**config.mk**
```make
export PLATFORM = sky130hd
export DESIGN_NAME = partitioned_multi_stack_unit
export DESIGN_NICKNAME = d
export VERILOG_FILES = /design/src/design/pms_pkg.sv /design/src/design/pms_ram.sv /design/src/design/pms_dpath.sv /design/src/design/pms_ctrl.sv /design/src/design/partitioned_multi_stack_unit.sv
export SDC_FILE = /design/constraint.sdc
export NUM_CORES = 1
export LEC_CHECK = 0
export BUFFER_PORTS_ARGS = -buffer_cell sky130_fd_sc_hd__buf_2
export CORE_MARGIN = 2
export CORE_UTILIZATION = 60
export DETAILED_ROUTE_END_ITERATION = 8
export PLACE_DENSITY = 0.77
export SLEW_MARGIN = 15
export SYNTH_ARGS = -nofsm -noshare
export SYNTH_HDL_FRONTEND = slang
export SYNTH_HIERARCHICAL = 1
export SYNTH_SLANG_ARGS = --single-unit
```
**constraint.sdc**
```tcl
create_clock -name i_clk -period 14.7 [get_ports i_clk]
set_clock_uncertainty 0.05 [all_clocks]
set_input_delay 2.94 -clock i_clk [delete_from_list [all_inputs] [get_ports i_clk]]
set_output_delay 2.94 -clock i_clk [all_outputs]
set_load 0.01 [all_outputs]
```
**src/design/pms_pkg.sv**
```systemverilog
// Shared types, codes and constants of the partitioned multi-stack unit.
package pms_pkg;

    // Fixed field widths
    localparam int OP_W     = 2;
    localparam int VALUE_W  = 32;
    localparam int STATUS_W = 3;
    localparam int CFG_W    = 5;

    // Build defaults and register reset value
    localparam int NUM_STACKS_DEF = 2;
    localparam int MAX_DEPTH_DEF  = 16;
    localparam int DEPTH_RESET    = 16;

    // Operation codes of an input item
    typedef enum logic [OP_W-1:0] {
        OP_PUSH     = 2'd0,
        OP_POP      = 2'd1,
        OP_LIST     = 2'd2,
        OP_LIST_ALL = 2'd3
    } t_op;

    // Status codes of a result item
    typedef enum logic [STATUS_W-1:0] {
        ST_PUSHED    = 3'd0,
        ST_OVERFLOW  = 3'd1,
        ST_POPPED    = 3'd2,
        ST_UNDERFLOW = 3'd3,
        ST_LISTED    = 3'd4,
        ST_END       = 3'd5
    } t_status;

    // Controller to datapath commands
    typedef struct packed {
        logic    load_item;    // capture the accepted item
        logic    push_wr;      // write value on top of current stack, bump fill
        logic    pop_rd;       // read top of current stack, drop fill
        logic    list_init;    // start a listing walk
        logic    list_rd;      // read the entry at the walk index
        logic    idx_inc;      // advance the walk index
        logic    next_stack;   // move the walk to the next stack
        logic    emit;         // load the output register
        t_status emit_status;
        logic    emit_rdata;   // value from memory, else zero
        logic    emit_zero_id; // stack id forced to zero
        logic    emit_last;
    } t_cmd;

    // Datapath to controller status
    typedef struct packed {
        t_op  op;
        logic full;       // current stack partition is full
        logic empty;      // current stack holds nothing
        logic list_more;  // walk index below current fill
        logic has_next;   // another stack follows the current one
        logic out_free;   // output register can take an item
    } t_sts;

endpackage

```
**src/design/pms_ram.sv**
```systemverilog
// Generic single-write, single-read RAM with registered read data.
module pms_ram #(
    parameter  int WIDTH  = 32,
    parameter  int DEPTH  = 32,
    localparam int ADDR_W = (DEPTH > 1) ? $clog2(DEPTH) : 1
) (
    input  logic              i_clk,
    input  logic              i_we,
    input  logic [ADDR_W-1:0] i_waddr,
    input  logic [WIDTH-1:0]  i_wdata,
    input  logic              i_re,
    input  logic [ADDR_W-1:0] i_raddr,
    output logic [WIDTH-1:0]  o_rdata
);

    logic [WIDTH-1:0] r_mem [DEPTH];
    logic [WIDTH-1:0] r_rdata;

    // Write port
    always_ff @(posedge i_clk) begin
        if (i_we) begin
            r_mem[i_waddr] <= i_wdata;
        end
    end

    // Read port, data holds until the next read
    always_ff @(posedge i_clk) begin
        if (i_re) begin
            r_rdata <= r_mem[i_raddr];
        end
    end

    assign o_rdata = r_rdata;

endmodule

```
**src/design/pms_dpath.sv**
```systemverilog
// Datapath: depth register, fill counts, walk cursor, element memory, output register.
module pms_dpath #(
    parameter int NUM_STACKS = pms_pkg::NUM_STACKS_DEF,
    parameter int MAX_DEPTH  = pms_pkg::MAX_DEPTH_DEF
) (
    input  logic                         i_clk,
    input  logic                         i_rst_n,
    // configuration
    input  logic                         i_cfg_we,
    input  logic [pms_pkg::CFG_W-1:0]    i_cfg_wdata,
    // captured item fields
    input  pms_pkg::t_op                 i_op,
    input  logic                         i_sel,
    input  logic [pms_pkg::VALUE_W-1:0]  i_value,
    // control
    input  pms_pkg::t_cmd                i_cmd,
    output pms_pkg::t_sts                o_sts,
    // result channel
    output logic                         o_out_valid,
    input  logic                         i_out_ready,
    output logic [pms_pkg::STATUS_W-1:0] o_out_status,
    output logic                         o_out_id,
    output logic [pms_pkg::VALUE_W-1:0]  o_out_value,
    output logic                         o_out_last
);

    localparam int STK_W   = (NUM_STACKS > 1) ? $clog2(NUM_STACKS) : 1;
    localparam int DEPTH_W = $clog2(MAX_DEPTH + 1);
    localparam int MEM_D   = NUM_STACKS * MAX_DEPTH;
    localparam int ADDR_W  = (MEM_D > 1) ? $clog2(MEM_D) : 1;
    localparam int RST_D   = (pms_pkg::DEPTH_RESET > MAX_DEPTH) ? MAX_DEPTH
                                                                : pms_pkg::DEPTH_RESET;

    pms_pkg::t_op                 r_op;
    logic [pms_pkg::VALUE_W-1:0]  r_value;
    logic [STK_W-1:0]             r_cur;
    logic [DEPTH_W-1:0]           r_idx;
    logic [DEPTH_W-1:0]           r_depth;
    logic [DEPTH_W-1:0]           r_fill [NUM_STACKS];
    logic                         r_out_valid;
    logic [pms_pkg::STATUS_W-1:0] r_out_status;
    logic                         r_out_id;
    logic [pms_pkg::VALUE_W-1:0]  r_out_value;
    logic                         r_out_last;

    logic [DEPTH_W-1:0]           w_fill_cur;
    logic [DEPTH_W-1:0]           w_rd_off;
    logic [DEPTH_W-1:0]           w_cfg_depth;
    logic [ADDR_W-1:0]            w_base;
    logic [ADDR_W-1:0]            w_waddr;
    logic [ADDR_W-1:0]            w_raddr;
    logic [pms_pkg::VALUE_W-1:0]  w_rdata;
    logic                         w_out_free;
    logic                         n_out_valid;

    // Depth write clamped into 1..MAX_DEPTH
    always_comb begin
        if (i_cfg_wdata == '0) begin
            w_cfg_depth = DEPTH_W'(1);
        end else if (i_cfg_wdata > pms_pkg::CFG_W'(MAX_DEPTH)) begin
            w_cfg_depth = DEPTH_W'(MAX_DEPTH);
        end else begin
            w_cfg_depth = DEPTH_W'(i_cfg_wdata);
        end
    end

    // Partition base and memory addresses
    assign w_fill_cur = r_fill[r_cur];
    assign w_base     = ADDR_W'(r_cur) * ADDR_W'(r_depth);
    assign w_rd_off   = i_cmd.list_rd ? r_idx : DEPTH_W'(w_fill_cur - DEPTH_W'(1));
    assign w_waddr    = w_base + ADDR_W'(w_fill_cur);
    assign w_raddr    = w_base + ADDR_W'(w_rd_off);

    pms_ram #(
        .WIDTH (pms_pkg::VALUE_W),
        .DEPTH (MEM_D)
    ) u_ram (
        .i_clk   (i_clk),
        .i_we    (i_cmd.push_wr),
        .i_waddr (w_waddr),
        .i_wdata (r_value),
        .i_re    (i_cmd.pop_rd | i_cmd.list_rd),
        .i_raddr (w_raddr),
        .o_rdata (w_rdata)
    );

    // Item capture and listing cursor; stack_sel is zero-extended into the stack
    // number as it stands and does not wrap onto the stack count
    always_ff @(posedge i_clk) begin
        if (i_cmd.load_item) begin
            r_op    <= i_op;
            r_value <= i_value;
            r_cur   <= STK_W'(i_sel);
        end else if (i_cmd.list_init) begin
            if (r_op == pms_pkg::OP_LIST_ALL) begin
                r_cur <= '0;
            end
        end else if (i_cmd.next_stack) begin
            r_cur <= STK_W'(r_cur + STK_W'(1));
        end
        if (i_cmd.list_init || i_cmd.next_stack) begin
            r_idx <= '0;
        end else if (i_cmd.idx_inc) begin
            r_idx <= DEPTH_W'(r_idx + DEPTH_W'(1));
        end
    end

    // Depth register and fill counts; a depth write empties every stack
    always_ff @(posedge i_clk) begin
        if (!i_rst_n) begin
            r_depth <= DEPTH_W'(RST_D);
            for (int s = 0; s < NUM_STACKS; s++) begin
                r_fill[s] <= '0;
            end
        end else if (i_cfg_we) begin
            r_depth <= w_cfg_depth;
            for (int s = 0; s < NUM_STACKS; s++) begin
                r_fill[s] <= '0;
            end
        end else if (i_cmd.push_wr) begin
            r_fill[r_cur] <= DEPTH_W'(w_fill_cur + DEPTH_W'(1));
        end else if (i_cmd.pop_rd) begin
            r_fill[r_cur] <= DEPTH_W'(w_fill_cur - DEPTH_W'(1));
        end
    end

    // Output register
    assign w_out_free  = !r_out_valid || i_out_ready;
    assign n_out_valid = i_cmd.emit ? 1'b1 : (i_out_ready ? 1'b0 : r_out_valid);

    always_ff @(posedge i_clk) begin
        if (!i_rst_n) begin
            r_out_valid <= 1'b0;
        end else begin
            r_out_valid <= n_out_valid;
        end
    end

    always_ff @(posedge i_clk) begin
        if (i_cmd.emit) begin
            r_out_status <= i_cmd.emit_status;
            r_out_id     <= i_cmd.emit_zero_id ? 1'b0 : r_cur[0];
            r_out_value  <= i_cmd.emit_rdata ? w_rdata : '0;
            r_out_last   <= i_cmd.emit_last;
        end
    end

    // Status toward the controller
    always_comb begin
        o_sts.op        = r_op;
        o_sts.full      = (w_fill_cur >= r_depth);
        o_sts.empty     = (w_fill_cur == '0);
        o_sts.list_more = (r_idx < w_fill_cur);
        o_sts.has_next  = (r_cur != STK_W'(NUM_STACKS - 1));
        o_sts.out_free  = w_out_free;
    end

    assign o_out_valid  = r_out_valid;
    assign o_out_status = r_out_status;
    assign o_out_id     = r_out_id;
    assign o_out_value  = r_out_value;
    assign o_out_last   = r_out_last;

endmodule

```
**src/design/pms_ctrl.sv**
```systemverilog
// Controller: sequences push, pop and listing walks over the datapath.
module pms_ctrl (
    input  logic          i_clk,
    input  logic          i_rst_n,
    input  logic          i_in_valid,
    output logic          o_in_ready,
    input  pms_pkg::t_sts i_sts,
    output pms_pkg::t_cmd o_cmd
);

    typedef enum logic [4:0] {
        S_IDLE      = 5'b00001,
        S_EXEC      = 5'b00010,
        S_POP_WAIT  = 5'b00100,
        S_LIST      = 5'b01000,
        S_LIST_WAIT = 5'b10000
    } t_state;

    t_state r_state;
    t_state n_state;

    always_ff @(posedge i_clk) begin
        if (!i_rst_n) begin
            r_state <= S_IDLE;
        end else begin
            r_state <= n_state;
        end
    end

    assign o_in_ready = (r_state == S_IDLE);

    // Next state and commands
    always_comb begin
        n_state = r_state;
        o_cmd   = '0;
        unique case (r_state)
            S_IDLE: begin
                if (i_in_valid) begin
                    o_cmd.load_item = 1'b1;
                    n_state         = S_EXEC;
                end
            end
            S_EXEC: begin
                unique case (i_sts.op)
                    pms_pkg::OP_PUSH: begin
                        if (i_sts.out_free) begin
                            o_cmd.emit      = 1'b1;
                            o_cmd.emit_last = 1'b1;
                            if (i_sts.full) begin
                                o_cmd.emit_status = pms_pkg::ST_OVERFLOW;
                            end else begin
                                o_cmd.push_wr     = 1'b1;
                                o_cmd.emit_status = pms_pkg::ST_PUSHED;
                            end
                            n_state = S_IDLE;
                        end
                    end
                    pms_pkg::OP_POP: begin
                        if (!i_sts.empty) begin
                            o_cmd.pop_rd = 1'b1;
                            n_state      = S_POP_WAIT;
                        end else if (i_sts.out_free) begin
                            o_cmd.emit        = 1'b1;
                            o_cmd.emit_last   = 1'b1;
                            o_cmd.emit_status = pms_pkg::ST_UNDERFLOW;
                            n_state           = S_IDLE;
                        end
                    end
                    default: begin
                        o_cmd.list_init = 1'b1;
                        n_state         = S_LIST;
                    end
                endcase
            end
            S_POP_WAIT: begin
                if (i_sts.out_free) begin
                    o_cmd.emit        = 1'b1;
                    o_cmd.emit_last   = 1'b1;
                    o_cmd.emit_rdata  = 1'b1;
                    o_cmd.emit_status = pms_pkg::ST_POPPED;
                    n_state           = S_IDLE;
                end
            end
            S_LIST: begin
                if (i_sts.list_more) begin
                    o_cmd.list_rd = 1'b1;
                    n_state       = S_LIST_WAIT;
                end else if (i_sts.op == pms_pkg::OP_LIST_ALL && i_sts.has_next) begin
                    o_cmd.next_stack = 1'b1;
                end else if (i_sts.out_free) begin
                    // end marker; list-all reports stack zero
                    o_cmd.emit         = 1'b1;
                    o_cmd.emit_last    = 1'b1;
                    o_cmd.emit_status  = pms_pkg::ST_END;
                    o_cmd.emit_zero_id = (i_sts.op == pms_pkg::OP_LIST_ALL);
                    n_state            = S_IDLE;
                end
            end
            S_LIST_WAIT: begin
                if (i_sts.out_free) begin
                    o_cmd.emit        = 1'b1;
                    o_cmd.emit_rdata  = 1'b1;
                    o_cmd.emit_status = pms_pkg::ST_LISTED;
                    o_cmd.idx_inc     = 1'b1;
                    n_state           = S_LIST;
                end
            end
            default: begin
                n_state = S_IDLE;
            end
        endcase
    end

endmodule

```
**src/design/partitioned_multi_stack_unit.sv**
```systemverilog
// Top level of the partitioned multi-stack unit.
//
// Several stacks share one element memory, each in a fixed partition of
// stack_depth entries. Input items arrive on s_axis: tuser carries op and
// stack_sel, tdata the value to push. Results leave on m_axis: tuser carries
// status and stack id, tdata the popped or listed value, tlast marks the
// final result of an item. The user writes stack_depth through i_cfg_we only
// while the unit is idle; the block does not enforce it. A write empties all stacks.
// After an item is accepted, push, overflow and underflow results are loaded
// into the output register from the execute state, pop results from the
// pop-wait state after the memory read; the unit then returns to idle, and only
// there is the next item taken. A listing starts its walk, then for each live
// entry reads memory and loads the output register, switches stacks as needed
// and ends with the end marker; the input is held off for the whole walk.
// The rate is set by the registered memory read and the one-entry output register.
// Reset clears all fill counts, sets stack_depth to its default and drops
// the output register; memory contents are left as they are. When the
// receiver stalls, the result stays in the output register and the walk
// or the next item waits for it.
module partitioned_multi_stack_unit #(
    parameter int NUM_STACKS = pms_pkg::NUM_STACKS_DEF,
    parameter int MAX_DEPTH  = pms_pkg::MAX_DEPTH_DEF
) (
    input  logic                        i_clk,
    input  logic                        i_rst_n,
    // configuration
    input  logic                        i_cfg_we,
    input  logic [pms_pkg::CFG_W-1:0]   i_cfg_wdata,     // stack_depth
    // input items
    input  logic                        s_axis_tvalid,
    output logic                        s_axis_tready,
    input  logic [pms_pkg::VALUE_W-1:0] s_axis_tdata,    // [31:0] value
    input  logic [2:0]                  s_axis_tuser,    // [1:0] op, [2] stack_sel
    // result items
    output logic                        m_axis_tvalid,
    input  logic                        m_axis_tready,
    output logic [pms_pkg::VALUE_W-1:0] m_axis_tdata,    // [31:0] element_value
    output logic [3:0]                  m_axis_tuser,    // [2:0] status, [3] stack_id
    output logic                        m_axis_tlast
);

    pms_pkg::t_cmd                w_cmd;
    pms_pkg::t_sts                w_sts;
    logic [pms_pkg::STATUS_W-1:0] w_out_status;
    logic                         w_out_id;

    pms_ctrl u_ctrl (
        .i_clk      (i_clk),
        .i_rst_n    (i_rst_n),
        .i_in_valid (s_axis_tvalid),
        .o_in_ready (s_axis_tready),
        .i_sts      (w_sts),
        .o_cmd      (w_cmd)
    );

    pms_dpath #(
        .NUM_STACKS (NUM_STACKS),
        .MAX_DEPTH  (MAX_DEPTH)
    ) u_dpath (
        .i_clk        (i_clk),
        .i_rst_n      (i_rst_n),
        .i_cfg_we     (i_cfg_we),
        .i_cfg_wdata  (i_cfg_wdata),
        .i_op         (pms_pkg::t_op'(s_axis_tuser[1:0])),
        .i_sel        (s_axis_tuser[2]),
        .i_value      (s_axis_tdata),
        .i_cmd        (w_cmd),
        .o_sts        (w_sts),
        .o_out_valid  (m_axis_tvalid),
        .i_out_ready  (m_axis_tready),
        .o_out_status (w_out_status),
        .o_out_id     (w_out_id),
        .o_out_value  (m_axis_tdata),
        .o_out_last   (m_axis_tlast)
    );

    assign m_axis_tuser = {w_out_id, w_out_status};

endmodule

```
==> results by group <==
Worst setup path
  • Critical Path RT: around 15000 ps
  • Worst R2R Setup Slack: 6930 ps
  • Crit-path slowest cell: buf_4
  • Critical Path Start Type: flip-flop
  • Top delay family on crit path: buffers and inverters
  • Worst Path Max Fanout: 69
  • Peak per-stage delay on the critical path: 1040 ps
  • WP buf/inv: 3
  • Cells along the critical path: mux2i_2 -> ha_1 -> o21ai_0 -> a21oi_1 -> o21a_1 -> nor2_1 -> nand2_1 -> nor2_1 -> o21ai_0 -> ha_4 -> buf_4 -> buf_4 -> buf_4 -> mux2i_1 -> a22o_1 -> nor3_1 -> a31oi_1 -> nand3_1
  • Top cell by count, worst path: buf_4
  • Reg-to-reg endpoint: u_dpath/u_ram/o_rdata[14]
  • CP endpoint kind: flip-flop
  • Crit Path Class: reg2reg
  • Worst r2r path cells: 18
  • Crit path DAT: between 8000 and 9000 ps

Synth
  • Ys flop type: edfxtp_1
  • Cells after synthesis: about 2600
  • Cell area after synthesis: 45500 um2
  • Avg Inst Size Synth: between 15 and 20 um2
  • Synth Area in Adders: 0.665%
  • Post-synth EDFFs: 1138
  • #FFs+latches synth: 1155
  • Synth cell types: 62
  • Sequential element share of the synthesized area: 75.8%
  • Synth Warn #: 6
  • Synth Area in XOR/XNOR: 0.385%
  • Synth Area in Simple Gates: 4.51%
  • Synth area leaders: edfxtp_1, mux2i_1, a22oi_1
  • Largest family of logic cells by synthesized area: multiplexers
  • Net Count, Synth: 2704
  • Ys async rst share: 0%
  • Compound-cell area share of the yosys netlist: under 10%
  • Mux share of post-synthesis cell area: a little under an eighth
  • Synth top area share: between 70% and 80%
  • Yosys top cell by area: edfxtp_1

Drt
  • Avg WL per Cell: 27.9 um
  • Vias: 24531
  • Initial DRC count: 2952
  • Antenna viol nets, final: 0
  • DRC: 0
  • Via-to-Cell Ratio: 6.42
  • Drt total wl: around 110000 um
  • Pre-antenna DRT Iters: 5

Layout
  • FILL cells: 4841
  • Antenna cells: 0
  • Commonest non-fill, non-tap cells in the layout: edfxtp_1, mux2i_1, nand2_1, clkbuf_16, a21oi_1
  • Most common cell after layout, fill and taps aside: edfxtp_1
  • Utilization after layout: 67.0%
  • P&R area growth vs syn: 11.2%
  • Register area: 34500 um2
  • Share of cells above drive strength 1: 12.5%
  • Multi-input gate area: 10400 um2
  • Nets: 2816

Clocking
  • Clock-pin slew on the worst setup and hold paths: 60 ps
  • Clock Latency Late Sink: 680 ps
  • CTS Buf Count: 111
  • Root Buffer Master: clkbuf_16
  • Maximum clock path buffer count: 3
  • CTS tree: yes
  • Post-CTS setup buffers: 0
  • CTS resizes: 0
  • H-tree depth: 3
  • Hold_buf cts: 0
  • Clock Sinks: 1155

Flow run
  • Max Cap Viol: 0

Pwr
  • Combinational share of power: about a quarter
  • Sw frac: a little under a third
  • Leak: between 15 and 20 nW
  • Power per Cell Area: 179 nW/um2
  • Pint: 0.00618 W
  • Psw: 0.00286 W
  • VDD IR-drop max: 0.290 mV
  • Power share of the sequential group: 45.1%
  • Clock power frac: 30.0%
  • Final Power: 0.00904 W

Floorplanning
  • Die ar.: approximately 78000 um2
  • Top-level port count: 84
  • Row count: 101
  • Core area: 75600 um2
  • Height of the die: about 280 um
  • Initial core utilization: 60.2%
  • Die Width: ~280 um

STA
  • Fmax: 129 MHz
  • Setup TNS: 0 ps
  • Tmin final: 7770 ps
  • Fin crit share: a little over half
  • Hold_ws: 482 ps
  • Rel. slew slack: 19.6%
  • Setup violations, final: 0
  • Final Hold Viols: 0
  • Slew Limit Fails: 0
  • Worst-margin pin slew: 1210 ps
  • RSZ-0062 raised after global routing: no

Global routing
  • First-pass GRT wire length: 156000 um
  • All-Layer GR Usage: 27.2%
  • Initial antenna violation count: 1
  • Number of global-route vias before repair: 24456
  • Largest net degree at the start of global routing: 129
  • Grt ovf: 0

Worst hold path
  • WHS Path Cells: 1
  • WHS Endpoint: u_dpath/o_out_value[3]
  • HP Class: reg2reg
  • Hold Crit Start: u_dpath/u_ram/o_rdata[3]

Placed design
  • Final GP Congestion: 0.859
  • Hpwl dp: 58100 um
  • IO Port Bufs: 83

Outcome
  • Outcome: finished, final reports clean
[how the worst max path moves through the flow]
stage                             start                          to  depth (start not counted)
final                         flip-flop   u_dpath/u_ram/o_rdata[14]                         18
after global routing          flip-flop   u_dpath/u_ram/o_rdata[14]                         18
after CTS                     flip-flop   u_dpath/u_ram/o_rdata[14]                         18
after detailed placement      flip-flop   u_dpath/u_ram/o_rdata[14]                         18
after global placement        flip-flop   u_dpath/u_ram/o_rdata[12]                         18
after floorplan           m_axis_tready  u_dpath/u_ram/r_mem[28][0]                          6
[power groups by stage]
stage | clock, W | combinational, W | sequential (W)
floorplan | 0 | 0.00152 | 0.00406
global placement | 0 | 0.00214 | 0.00414
detailed placement | 0 | 0.00218 | 0.00416
CTS | 0.00275 | 0.00219 | 0.00409
global route | 0.00288 | 0.00238 | 0.00409
finish | 0.00271 | 0.00225 | 0.00407
[flip-flops by register name (all words and copies together) (netlist names), 2 cells and up, named ones only]
signal and flops:
u_dpath/u_ram/o_rdata 32, u_dpath/u_ram/r_mem 1024, u_dpath/o_out_status 3, u_dpath/r_idx 5, u_dpath/r_fill 10, u_dpath/o_out_value 32, u_dpath/r_op 2, u_dpath/r_value 32
u_dpath/r_depth 5, u_ctrl/r_state 5
[cell type report]
cell class / count / share of cell area [%]
sequential: 1155 / 68.2
multi-input combinational: 1323 / 20.5
clock buffer: 144 / 5.79
tap: 978 / 2.42
timing repair buffer: 141 / 1.85
clock inverter: 62 / 1.11
inverter: 16 / 0.119
[stage by stage]
step           setup WS, ps  cell area, um2  cells
2_1_floorplan          8530           45500   2636
3_3_place_gp           7340           47000   3608
3_5_place_dp           7080           47000   3608
4_1_cts                7050           50500   3814
5_1_grt                6420           50600   3819
6_report               6930           50600   3819
[metal layers]
layer / global-route usage, % / vias up / share of wire, % / wire (um)
met2: 45.0 / 1250 / 49 / 52400
met1: 37.3 / 12503 / 40 / 42400
met5: 0 / - / 0 / 0
met3: 4.39 / 210 / 8.2 / 8760
met4: 9.13 / 0 / 2.8 / 3040
li1: - / 10568 / - / -
[synthesized netlist by cell type (2+ instances only)]
library cell / number
edfxtp_1: 1138
mux2i_1: 518
nand2_1: 118
a21oi_1: 105
nand3_1: 101
a22oi_1: 96
a22o_1: 64
nor2_1: 64
clkbuf_1: 50
and2_1: 41
nor3_1: 38
buf_4: 36
a31oi_1: 33
buf_2: 30
ha_1: 21
buf_6: 18
dfxtp_1: 17
o21ai_0: 16
inv_1: 14
xnor2_1: 14
nand2b_1: 10
nor2b_1: 8
nand3b_1: 7
buf_1: 6
o21a_1: 6
xor2_1: 6
a21o_1: 5
or2_2: 5
or3b_2: 4
a21boi_0: 3
nand4_1: 3
and4_1: 2
clkbuf_4: 2
fa_1: 2
inv_2: 2
mux2i_2: 2
mux2i_4: 2
nor3b_1: 2
nor4_1: 2
o211ai_1: 2
or2b_1: 2
[cells by family (layout without fill, tap and decap cells)]
family                     Yosys count  after routing
adders and majority gates           23             23
and+or+nand+nor                    417            417
xor gates and xnor gates            20             20
AOI/OAI and AO/OA                  340            340
DFF                               1155           1155
muxes                              523            523
buffers and inverters              158            363
(Power assumes the default switching activity.)
